$ cat config.mk
export PLATFORM = sky130hd
export DESIGN_NAME = rc_snubber_sim_step
export DESIGN_NICKNAME = d
export VERILOG_FILES = /design/src/rcss_pkg.sv /design/src/rcss_mac.sv /design/src/rcss_ctrl.sv /design/src/rc_snubber_sim_step.sv
export VERILOG_INCLUDE_DIRS = /design/src /design/src/src
export SDC_FILE = /design/constraint.sdc
export NUM_CORES = 2
export LEC_CHECK = 0
export BUFFER_PORTS_ARGS = -buffer_cell sky130_fd_sc_hd__buf_4
export CORE_ASPECT_RATIO = 0.6
export CORE_MARGIN = 4
export CORE_UTILIZATION = 35
export DETAILED_ROUTE_END_ITERATION = 10
export HOLD_SLACK_MARGIN = 0.12
export SKIP_LAST_GASP = 1
export SLEW_MARGIN = 20
export SYNTH_ARGS = -nofsm -noshare
export SYNTH_HDL_FRONTEND = slang
export SYNTH_SLANG_ARGS = --single-unit
$ cat constraint.sdc
create_clock -name clk -period 17.1 [get_ports clk]
set_input_delay 0.855 -clock clk [delete_from_list [all_inputs] [get_ports clk]]
set_output_delay 0.855 -clock clk [all_outputs]
set_load 0.01 [all_outputs]
$ cat src/rc_snubber_sim_step_macros.svh
// ---------------------------------------------------------------------------
// RC snubber step assertion macros
// Shared concurrent assertion forms for the snubber step block.
// ---------------------------------------------------------------------------
`ifndef RC_SNUBBER_SIM_STEP_MACROS_SVH
`define RC_SNUBBER_SIM_STEP_MACROS_SVH

// Check a property on every clock edge outside reset
`define RCSS_ASSERT(lbl, prop, msg) \
  lbl: assert property (@(posedge clk) disable iff (rst) prop) else $error(msg);

// Check a property on every clock edge, reset included
`define RCSS_ASSERT_ALWAYS(lbl, prop, msg) \
  lbl: assert property (@(posedge clk) prop) else $error(msg);

`endif

$ cat src/rcss_pkg.sv
// ---------------------------------------------------------------------------
// RC snubber step package
// Widths, register indexes, micro-op codes and the micro-program of the step.
// ---------------------------------------------------------------------------
package rcss_pkg;

  // Data widths
  localparam int DATA_W      = 32;
  localparam int OPD_W       = DATA_W + 1;   // operand with room for unsigned
  localparam int PROD_W      = 2 * OPD_W;
  localparam int ACC_W       = 50;           // x + charge + coupling fits here
  localparam int NCH         = 3;
  localparam int CH_W        = 2;
  localparam int STEP_W      = 3;
  localparam int CFG_IDX_W   = 8;
  localparam int TDATA_IN_W  = 7 * DATA_W;
  localparam int TUSER_IN_W  = 4;
  localparam int TDATA_OUT_W = 6 * DATA_W;

  // Frame modes
  localparam logic MODE_DQ  = 1'b0;
  localparam logic MODE_ABC = 1'b1;

  // Configuration register indexes
  localparam logic [CFG_IDX_W-1:0] REG_FRAME_MODE    = 8'd0;
  localparam logic [CFG_IDX_W-1:0] REG_STEP_TIME     = 8'd1;
  localparam logic [CFG_IDX_W-1:0] REG_STEP_OVER_CAP = 8'd2;
  localparam logic [CFG_IDX_W-1:0] REG_RESISTANCE    = 8'd3;

  typedef logic [CH_W-1:0] ch_t;

  localparam ch_t CH_0 = 2'd0;
  localparam ch_t CH_1 = 2'd1;

  // Last micro-op index of each program
  localparam logic [STEP_W-1:0] DQ_LAST  = 3'd6;
  localparam logic [STEP_W-1:0] ABC_LAST = 3'd5;

  typedef enum logic [1:0] {
    A_CUR   = 2'd0,
    A_SPEED = 2'd1,
    A_CAP   = 2'd2
  } a_sel_t;

  typedef enum logic [1:0] {
    B_SOC  = 2'd0,
    B_RES  = 2'd1,
    B_STEP = 2'd2,
    B_DTW  = 2'd3
  } b_sel_t;

  typedef enum logic [1:0] {
    SH16 = 2'd0,
    SH24 = 2'd1,
    SH32 = 2'd2
  } shift_t;

  typedef enum logic [1:0] {
    ACC_SET  = 2'd0,   // acc = product term
    ACC_BASE = 2'd1,   // acc = capacitor voltage + product term
    ACC_ADD  = 2'd2,   // acc = acc + product term
    ACC_SUB  = 2'd3    // acc = acc - product term
  } acc_op_t;

  typedef enum logic [1:0] {
    DST_NONE = 2'd0,
    DST_DTW  = 2'd1,
    DST_CAP  = 2'd2,
    DST_TERM = 2'd3
  } dest_t;

  typedef struct packed {
    a_sel_t  a_sel;
    ch_t     a_ch;
    b_sel_t  b_sel;
    shift_t  shift;
    acc_op_t acc_op;
    dest_t   dest;
    ch_t     ch;
  } uop_t;

  // Sequencer to datapath control
  typedef struct packed {
    uop_t op;
    logic mul_en;
    logic acc_en;
    logic wr_en;
    logic idle;
    logic done;
    logic mode;
  } seq_ctl_t;

  // Micro-program: each op is one multiply then one accumulate
  function automatic uop_t prog_op(input logic mode, input logic [STEP_W-1:0] idx);
    uop_t u;
    ch_t  ch;
    ch       = idx[STEP_W-1:1];
    u.a_sel  = A_CUR;
    u.a_ch   = CH_0;
    u.b_sel  = B_SOC;
    u.shift  = SH24;
    u.acc_op = ACC_BASE;
    u.dest   = DST_NONE;
    u.ch     = CH_0;
    if (mode == MODE_ABC) begin
      // phase n: charge update, then terminal voltage
      u.a_ch   = ch;
      u.ch     = ch;
      u.b_sel  = idx[0] ? B_RES : B_SOC;
      u.shift  = idx[0] ? SH16 : SH24;
      u.dest   = idx[0] ? DST_TERM : DST_CAP;
    end else begin
      case (idx)
        3'd0: begin
          u.a_sel = A_SPEED; u.b_sel = B_STEP; u.shift = SH32;
          u.acc_op = ACC_SET; u.dest = DST_DTW;
        end
        3'd1: begin
          u.a_ch = CH_0; u.ch = CH_0;
        end
        3'd2: begin
          u.a_sel = A_CAP; u.a_ch = CH_1; u.b_sel = B_DTW; u.shift = SH16;
          u.acc_op = ACC_ADD; u.dest = DST_CAP; u.ch = CH_0;
        end
        3'd3: begin
          u.a_ch = CH_1; u.ch = CH_1;
        end
        3'd4: begin
          u.a_sel = A_CAP; u.a_ch = CH_0; u.b_sel = B_DTW; u.shift = SH16;
          u.acc_op = ACC_SUB; u.dest = DST_CAP; u.ch = CH_1;
        end
        3'd5: begin
          u.a_ch = CH_0; u.b_sel = B_RES; u.shift = SH16;
          u.dest = DST_TERM; u.ch = CH_0;
        end
        3'd6: begin
          u.a_ch = CH_1; u.b_sel = B_RES; u.shift = SH16;
          u.dest = DST_TERM; u.ch = CH_1;
        end
        default: begin
          u.dest = DST_NONE;
        end
      endcase
    end
    return u;
  endfunction

endpackage

$ cat src/rcss_mac.sv
// ---------------------------------------------------------------------------
// RC snubber step multiply-accumulate unit
// Shared signed multiplier with registered product, shifter, accumulator and
// 32-bit saturation of the running sum.
// ---------------------------------------------------------------------------
module rcss_mac import rcss_pkg::*; (
  input  logic                     clk,
  input  logic                     mul_en,
  input  logic                     acc_en,
  input  shift_t                   shift,
  input  acc_op_t                  acc_op,
  input  logic signed [OPD_W-1:0]  op_a,
  input  logic signed [OPD_W-1:0]  op_b,
  input  logic signed [DATA_W-1:0] base,
  output logic signed [DATA_W-1:0] sat_val
);

  logic signed [PROD_W-1:0] prod;
  logic signed [PROD_W-1:0] prod_sh;
  logic signed [ACC_W-1:0]  shifted;
  logic signed [ACC_W-1:0]  base_ext;
  logic signed [ACC_W-1:0]  acc;
  logic signed [ACC_W-1:0]  acc_next;
  logic [ACC_W-DATA_W:0]    top_bits;

  // Register the product and the accumulator
  always_ff @(posedge clk) begin
    if (mul_en) begin
      prod <= op_a * op_b;
    end
    if (acc_en) begin
      acc <= acc_next;
    end
  end

  // Scale the product, rounding toward minus infinity
  always_comb begin
    case (shift)
      SH16:    prod_sh = prod >>> 16;
      SH24:    prod_sh = prod >>> 24;
      SH32:    prod_sh = prod >>> 32;
      default: prod_sh = prod;
    endcase
    shifted  = prod_sh[ACC_W-1:0];
    base_ext = {{(ACC_W-DATA_W){base[DATA_W-1]}}, base};
  end

  // Accumulate
  always_comb begin
    case (acc_op)
      ACC_SET:  acc_next = shifted;
      ACC_BASE: acc_next = base_ext + shifted;
      ACC_ADD:  acc_next = acc + shifted;
      ACC_SUB:  acc_next = acc - shifted;
      default:  acc_next = shifted;
    endcase
  end

  // Clamp to the signed 32-bit range
  always_comb begin
    top_bits = acc_next[ACC_W-1:DATA_W-1];
    if ((&top_bits) || !(|top_bits)) begin
      sat_val = acc_next[DATA_W-1:0];
    end else if (acc_next[ACC_W-1]) begin
      sat_val = {1'b1, {(DATA_W-1){1'b0}}};
    end else begin
      sat_val = {1'b0, {(DATA_W-1){1'b1}}};
    end
  end

endmodule

$ cat src/rcss_ctrl.sv
// ---------------------------------------------------------------------------
// RC snubber step sequencer
// Walks the micro-program for one request (a dq non-conducting request skips
// it), a multiply then an accumulate state per op, then holds until the result register is free.
// ---------------------------------------------------------------------------
module rcss_ctrl import rcss_pkg::*; (
  input  logic           clk,
  input  logic           rst,
  input  logic           start,
  input  logic           frame_mode,
  input  logic           conducting,
  input  logic [NCH-1:0] phase_mask,
  input  logic           out_free,
  output seq_ctl_t       ctl
);

  typedef enum logic [3:0] {
    S_IDLE = 4'b0001,
    S_MUL  = 4'b0010,
    S_ACC  = 4'b0100,
    S_DONE = 4'b1000
  } state_t;

  state_t              state;
  state_t              state_next;
  logic [STEP_W-1:0]   step;
  logic [STEP_W-1:0]   step_next;
  logic [STEP_W-1:0]   last_step;
  logic                mode;
  logic [NCH-1:0]      mask;
  uop_t                op;

  // Hold state, step and the latched request mode and phase mask
  always_ff @(posedge clk) begin
    if (rst) begin
      state <= S_IDLE;
      step  <= '0;
      mode  <= MODE_DQ;
      mask  <= '0;
    end else begin
      state <= state_next;
      step  <= step_next;
      if (start) begin
        mode <= frame_mode;
        mask <= phase_mask;
      end
    end
  end

  assign last_step = (mode == MODE_ABC) ? ABC_LAST : DQ_LAST;

  // Advance through the program
  always_comb begin
    state_next = state;
    step_next  = step;
    case (state)
      S_IDLE: begin
        if (start) begin
          step_next  = '0;
          state_next = (frame_mode == MODE_DQ && !conducting) ? S_DONE : S_MUL;
        end
      end
      S_MUL: begin
        state_next = S_ACC;
      end
      S_ACC: begin
        if (step == last_step) begin
          state_next = S_DONE;
        end else begin
          step_next  = step + 1'b1;
          state_next = S_MUL;
        end
      end
      S_DONE: begin
        if (out_free) begin
          state_next = S_IDLE;
        end
      end
      default: begin
        state_next = S_IDLE;
      end
    endcase
  end

  // Drive the datapath
  always_comb begin
    op         = prog_op(mode, step);
    ctl.op     = op;
    ctl.mul_en = (state == S_MUL);
    ctl.acc_en = (state == S_ACC);
    ctl.wr_en  = (state == S_ACC) && (mode == MODE_DQ || mask[op.ch]);
    ctl.idle   = (state == S_IDLE);
    ctl.done   = (state == S_DONE);
    ctl.mode   = mode;
  end

endmodule

$ cat src/rc_snubber_sim_step.sv
// ---------------------------------------------------------------------------
// RC snubber simulation step
// Top level: configuration registers, capacitor and reported state, operand
// selection, shared multiply-accumulate unit and the result register.
// ---------------------------------------------------------------------------
// One request is one simulation time step; the block takes a request only
// when idle and returns one result per request. All arithmetic runs through a
// single 33x33 signed multiplier with a registered product, and each product
// passes a multiply state, then a shift/accumulate/saturate state. A dq
// conducting step runs 7 products; an abc step runs 6 products (masked
// phases are loaded at once but still sequenced); a dq non-conducting step
// only loads the capacitors. The result register frees the input side, so a
// new request is taken while the last result waits on the output.
// Configuration writes are taken every cycle and belong between requests.
// ---------------------------------------------------------------------------
`include "rc_snubber_sim_step_macros.svh"

module rc_snubber_sim_step import rcss_pkg::*; (
  input  logic                   clk,
  input  logic                   rst,
  // configuration write channel
  input  logic                   cfg_valid,
  output logic                   cfg_ready,
  input  logic [CFG_IDX_W-1:0]   cfg_index,
  input  logic [DATA_W-1:0]      cfg_data,
  // request stream
  input  logic                   s_tvalid,
  output logic                   s_tready,
  // s_tdata: current_0, current_1, current_2, volt_in_0, volt_in_1,
  //          volt_in_2, elec_speed (32 bits each, lowest first)
  input  logic [TDATA_IN_W-1:0]  s_tdata,
  // s_tuser: dq_conducting [0], phase_mask [3:1]
  input  logic [TUSER_IN_W-1:0]  s_tuser,
  // result stream
  output logic                   m_tvalid,
  input  logic                   m_tready,
  // m_tdata: term_volt_0, term_volt_1, term_volt_2, cap_volt_0, cap_volt_1,
  //          cap_volt_2 (32 bits each, lowest first)
  output logic [TDATA_OUT_W-1:0] m_tdata
);

  // Configuration registers
  logic                     frame_mode;
  logic [DATA_W-1:0]        step_time;
  logic [DATA_W-1:0]        step_over_cap;
  logic [DATA_W-1:0]        resistance;

  // Step state
  logic signed [DATA_W-1:0] cap_state  [NCH];
  logic signed [DATA_W-1:0] shown_cap  [NCH];
  logic signed [DATA_W-1:0] shown_term [NCH];
  logic signed [DATA_W-1:0] dtw;

  // Latched request operands
  logic signed [DATA_W-1:0] cur_q [NCH];
  logic signed [DATA_W-1:0] speed_q;

  // Unpacked request fields
  logic signed [DATA_W-1:0] cur_in  [NCH];
  logic signed [DATA_W-1:0] vin_in  [NCH];
  logic signed [DATA_W-1:0] speed_in;
  logic                     dq_conducting;
  logic [NCH-1:0]           phase_mask;

  logic                     start;
  logic                     out_free;
  seq_ctl_t                 ctl;
  logic signed [OPD_W-1:0]  op_a;
  logic signed [OPD_W-1:0]  op_b;
  logic signed [DATA_W-1:0] sat_val;

  // Unpack the request
  always_comb begin
    for (int i = 0; i < NCH; i++) begin
      cur_in[i] = s_tdata[DATA_W*i +: DATA_W];
      vin_in[i] = s_tdata[DATA_W*(NCH+i) +: DATA_W];
    end
    speed_in      = s_tdata[DATA_W*2*NCH +: DATA_W];
    dq_conducting = s_tuser[0];
    phase_mask    = s_tuser[NCH:1];
  end

  assign start     = s_tvalid && s_tready;
  assign s_tready  = ctl.idle;
  assign cfg_ready = 1'b1;
  assign out_free  = !m_tvalid || m_tready;

  // Write configuration registers, drop unknown indexes
  always_ff @(posedge clk) begin
    if (rst) begin
      frame_mode    <= MODE_DQ;
      step_time     <= '0;
      step_over_cap <= '0;
      resistance    <= '0;
    end else if (cfg_valid && cfg_ready) begin
      case (cfg_index)
        REG_FRAME_MODE:    frame_mode    <= cfg_data[0];
        REG_STEP_TIME:     step_time     <= cfg_data;
        REG_STEP_OVER_CAP: step_over_cap <= cfg_data;
        REG_RESISTANCE:    resistance    <= cfg_data;
        default: ;
      endcase
    end
  end

  // Latch request operands used by the program
  always_ff @(posedge clk) begin
    if (start) begin
      for (int i = 0; i < NCH; i++) begin
        cur_q[i] <= cur_in[i];
      end
      speed_q <= speed_in;
    end
  end

  rcss_ctrl u_ctrl (
    .clk        (clk),
    .rst        (rst),
    .start      (start),
    .frame_mode (frame_mode),
    .conducting (dq_conducting),
    .phase_mask (phase_mask),
    .out_free   (out_free),
    .ctl        (ctl)
  );

  // Select multiplier operands
  always_comb begin
    case (ctl.op.a_sel)
      A_CUR:   op_a = {cur_q[ctl.op.a_ch][DATA_W-1], cur_q[ctl.op.a_ch]};
      A_SPEED: op_a = {speed_q[DATA_W-1], speed_q};
      A_CAP:   op_a = {cap_state[ctl.op.a_ch][DATA_W-1], cap_state[ctl.op.a_ch]};
      default: op_a = '0;
    endcase
    case (ctl.op.b_sel)
      B_SOC:   op_b = {1'b0, step_over_cap};
      B_RES:   op_b = {1'b0, resistance};
      B_STEP:  op_b = {1'b0, step_time};
      B_DTW:   op_b = {dtw[DATA_W-1], dtw};
      default: op_b = '0;
    endcase
  end

  rcss_mac u_mac (
    .clk     (clk),
    .mul_en  (ctl.mul_en),
    .acc_en  (ctl.acc_en),
    .shift   (ctl.op.shift),
    .acc_op  (ctl.op.acc_op),
    .op_a    (op_a),
    .op_b    (op_b),
    .base    (cap_state[ctl.op.ch]),
    .sat_val (sat_val)
  );

  // Load capacitors on request, write back program results
  always_ff @(posedge clk) begin
    if (rst) begin
      for (int i = 0; i < NCH; i++) begin
        cap_state[i]  <= '0;
        shown_cap[i]  <= '0;
        shown_term[i] <= '0;
      end
      dtw <= '0;
    end else if (start) begin
      if (frame_mode == MODE_DQ) begin
        if (!dq_conducting) begin
          cap_state[CH_0] <= vin_in[CH_0];
          cap_state[CH_1] <= vin_in[CH_1];
        end
      end else begin
        for (int i = 0; i < NCH; i++) begin
          if (!phase_mask[i]) begin
            cap_state[i]  <= vin_in[i];
            shown_cap[i]  <= vin_in[i];
            shown_term[i] <= vin_in[i];
          end
        end
      end
    end else if (ctl.wr_en) begin
      case (ctl.op.dest)
        DST_DTW: begin
          dtw <= sat_val;
        end
        DST_CAP: begin
          cap_state[ctl.op.ch] <= sat_val;
          shown_cap[ctl.op.ch] <= sat_val;
        end
        DST_TERM: begin
          shown_term[ctl.op.ch] <= sat_val;
        end
        default: ;
      endcase
    end
  end

  // Hold the result until the consumer takes it
  always_ff @(posedge clk) begin
    if (rst) begin
      m_tvalid <= 1'b0;
    end else if (ctl.done && out_free) begin
      m_tvalid <= 1'b1;
    end else if (m_tready) begin
      m_tvalid <= 1'b0;
    end
  end

  always_ff @(posedge clk) begin
    if (ctl.done && out_free) begin
      m_tdata <= {shown_cap[2], shown_cap[1], shown_cap[0],
                  shown_term[2], shown_term[1], shown_term[0]};
    end
  end

  // Checks
  `RCSS_ASSERT_ALWAYS(a_reset_idle, rst |=> s_tready && !m_tvalid, "not idle after reset")
  `RCSS_ASSERT(a_busy_after_req, start |=> !s_tready, "request taken while busy")
  `RCSS_ASSERT(a_result_from_done, $rose(m_tvalid) |-> $past(ctl.done), "result without finished step")
  `RCSS_ASSERT(a_dq_ch2_held, ctl.acc_en && ctl.mode == MODE_DQ |=> $stable(cap_state[2]) && $stable(shown_cap[2]) && $stable(shown_term[2]), "channel 2 changed in dq step")
  `RCSS_ASSERT(a_dtw_dq_only, ctl.wr_en && ctl.op.dest == DST_DTW |-> ctl.mode == MODE_DQ, "speed term written in abc step")

endmodule

==> metrics.cfg <==
[status]
outcome=completed

[route]
drt-vias-per-instance=5.56
wire_per_inst_microns=28.2
drt-initial-drc-count=8360
dr.pass1.iters=8
wirelength_microns=324000
drcViolationCount=0
vias=63900
ant_nets=0

[yosys]
synth_simple_gate_area_share_pct=12.9
synth_cell_types=91
post_synth.cell_area_avg_sq_um=9.86
async_reset_ff_share_pct=0
yosysSeqAreaShare_pct=31.4
synth_compound_area_share_pct=10.5
synth_top_family_by_area=adder cells
muxShareOfSynthArea_pct=1.76
yosys_warnings=0
synth_edf_count=740
syn_area_sq_um=79700
synth-xor-area-share_pct=1.98
synth_fa_ha_area_share_pct=33.2
syn_inst=8084
synth_top_flop_cell=edfxtp_1
ys_seq_elements=881

[worst_setup_path]
rr_startpoint=u_ctrl.step[2]$_SDFFE_PP0P_
crit_top_cell=fa_1
cp_top_family=adder cells
worstPathRequired_ns=17.52
cp_max_fo=53
path_class=flop to flop
worstSetupStartpointType=flop
max_stage_delay_ns=0.98
arrival_ns=13.56
worst-path-buf-inv=8
end_kind=flop
cpMaxStageDelayCell=o31ai_1
cp-startpoint=u_ctrl.step[2]$_SDFFE_PP0P_

[cts]
cts.path.max_buffers=3
cts_hold_buffers=0
clock_sinks=881
insertion_delay_ns=0.74
cts_setup_buffers=0
cts_buffers=91
cts_tree=yes
htree_levels=3
ctsRootBufferMaster=clkbuf_16
cts_resized=0
clkSlewWorstSetupHoldPaths_ns=0.07

[timing]
period_needed_ns=13.13
tightest_slew_ns=1.29
rsz0062_at_grt=false
final_max_slew_viol_count=0
fin_crit_sh_pct=76.8
relSlewSlack_pct=13.9
max_freq_mhz=76.1
setup_tns_ns=0
finClkSkew_ns=0.0531
hold_viol=0
setup_viol=0

[place]
gp_congestion=1.04
numPortBuffers=466
hpwlAfterDp_microns=261000
dp_cells=11300

[global_routing]
grt_pass1_wl_microns=462000
antenna_found_initial=29
grt_remaining_overflow=0
grt_pass1_vias=63900
grt_max_degree=71
gr-usage-all-layers_pct=27.1

[cells_and_area]
area_delta_synth_final_pct=13.1
fin_cells=11500
most-common-layout-cells=nand2_1 (1343), inv_1 (1231), fa_1 (1123)
layout-drive-gt1-share_pct=11.1
nNetsFinal=10100
final_common_cell=nand2_1

[power]
power.total_mw=5.08
irDropWorstVdd_mv=0.0809
p_leak_nw=39.8
powerDensity_nw_per_um2=56.4

[die]
start_util_pct=35.2
pin_count=468
die_x_microns=624
core_area_sq_um=226000
dieArea_sq_um=236000
die_h_microns=378
fp-row-count=135

[hold_path]
hold_path_class=primary input to flop
worstHoldStart=s_tdata[205]

[flow_run]
maxCapViolCount=0

[area by class of cell]
class / instances / area, sq um
diodes: 28 / 70.1
clock buffers: 115 / 2440
clock inverters: 51 / 673
fillers: 22100 / 136000
inverters: 1235 / 4640
multi-input cells: 5527 / 48700
flip-flops and latches: 881 / 25000
well taps: 3014 / 3770
repair buffers: 639 / 4810
[state kept, by name, indices dropped and copies added (netlist names), 50 cells and up]
name	count
cur_q	96
cap_state	96
shown_cap	128
u_mac.prod	50
m_tdata	192
u_mac.acc	50
shown_term	96
[per-layer routing]
metal / global-route usage (%) / share of wire [%] / vias up
li1: - / - / 26900
met1: 39.6 / 43 / 32700
met2: 35.5 / 38 / 3923
met3: 12.1 / 15 / 431
met4: 8.10 / 3.0 / 6
met5: 0 / 0.012 / -
[worst reg2reg max path: cells and delay by family, from the launching register on]
kind,cells,cell delay (ns)
adders and majority gates,9,4.53
muxes,1,0.55
DFF,1,0.80
buffers and inverters,8,1.08
xor gates and xnor gates,1,0.16
and+or+nand+nor,6,2.29
AOI/OAI and AO/OA,9,3.43
[synth_stat cells, drive strengths merged (48+ instances only)]
library cell  instances  area (sq um)
nand2              1361          5110
inv                1233          4630
fa                 1124         22500
edfxtp              740         22200
nor2                659          2470
clkbuf              389          1460
o21ai               354          1780
a21oi               341          1710
ha                  320          4000
o211ai              159          1280
dfxtp               141          2820
xnor2               124          1090
nand3                99           500
buf                  83           469
mux2i                78           781
a21o                 75           563
and2                 68           425
xor2                 56           490
nand2b               54           360
a211oi               51           383
o21a                 50           375
a31oi                48           300
[final timing paths]
check | endpoint | slack [ns] | depth (start not counted)
max | u_mac.prod[49]$_DFFE_PN_ | 3.97 | 34
min | speed_q[13]$_DFFE_PP_ | 0.31 | 1
max reg2reg | u_mac.prod[49]$_DFFE_PN_ | 3.97 | 34
min reg2reg | m_tdata[130]$_DFFE_PP_ | 0.41 | 0
[power breakdown]
group | total, mW | internal, mW | switching (mW)
Sequential | 2.41 | 2.39 | 0.0237
Clock | 2.12 | 1.19 | 0.930
Combinational | 0.546 | 0.152 | 0.394
[per-stage QoR]
step | setup slack (ns) | util, % | area (sq um) | hold slack (ns)
after CTS | 4.02 | 39.8 | 90000 | 0.243
after detailed placement | 4.08 | 38.4 | 86900 | 0.405
final | 3.97 | 39.9 | 90200 | 0.306
after global placement | 3.99 | 38.4 | 86800 | 0.403
after floorplan | 5.70 | - | 79800 | 0.400
after global routing | 3.58 | 39.9 | 90100 | 0.272
[cell families after synthesis]
group | Yosys count
and+or+nand+nor | 2459
buffers and inverters | 1707
adders and majority gates | 1444
AOI/OAI and AO/OA | 1304
DFF | 881
xor gates and xnor gates | 180
muxes | 107
other | 2
Note: power is estimated with default switching activity, not from simulation.
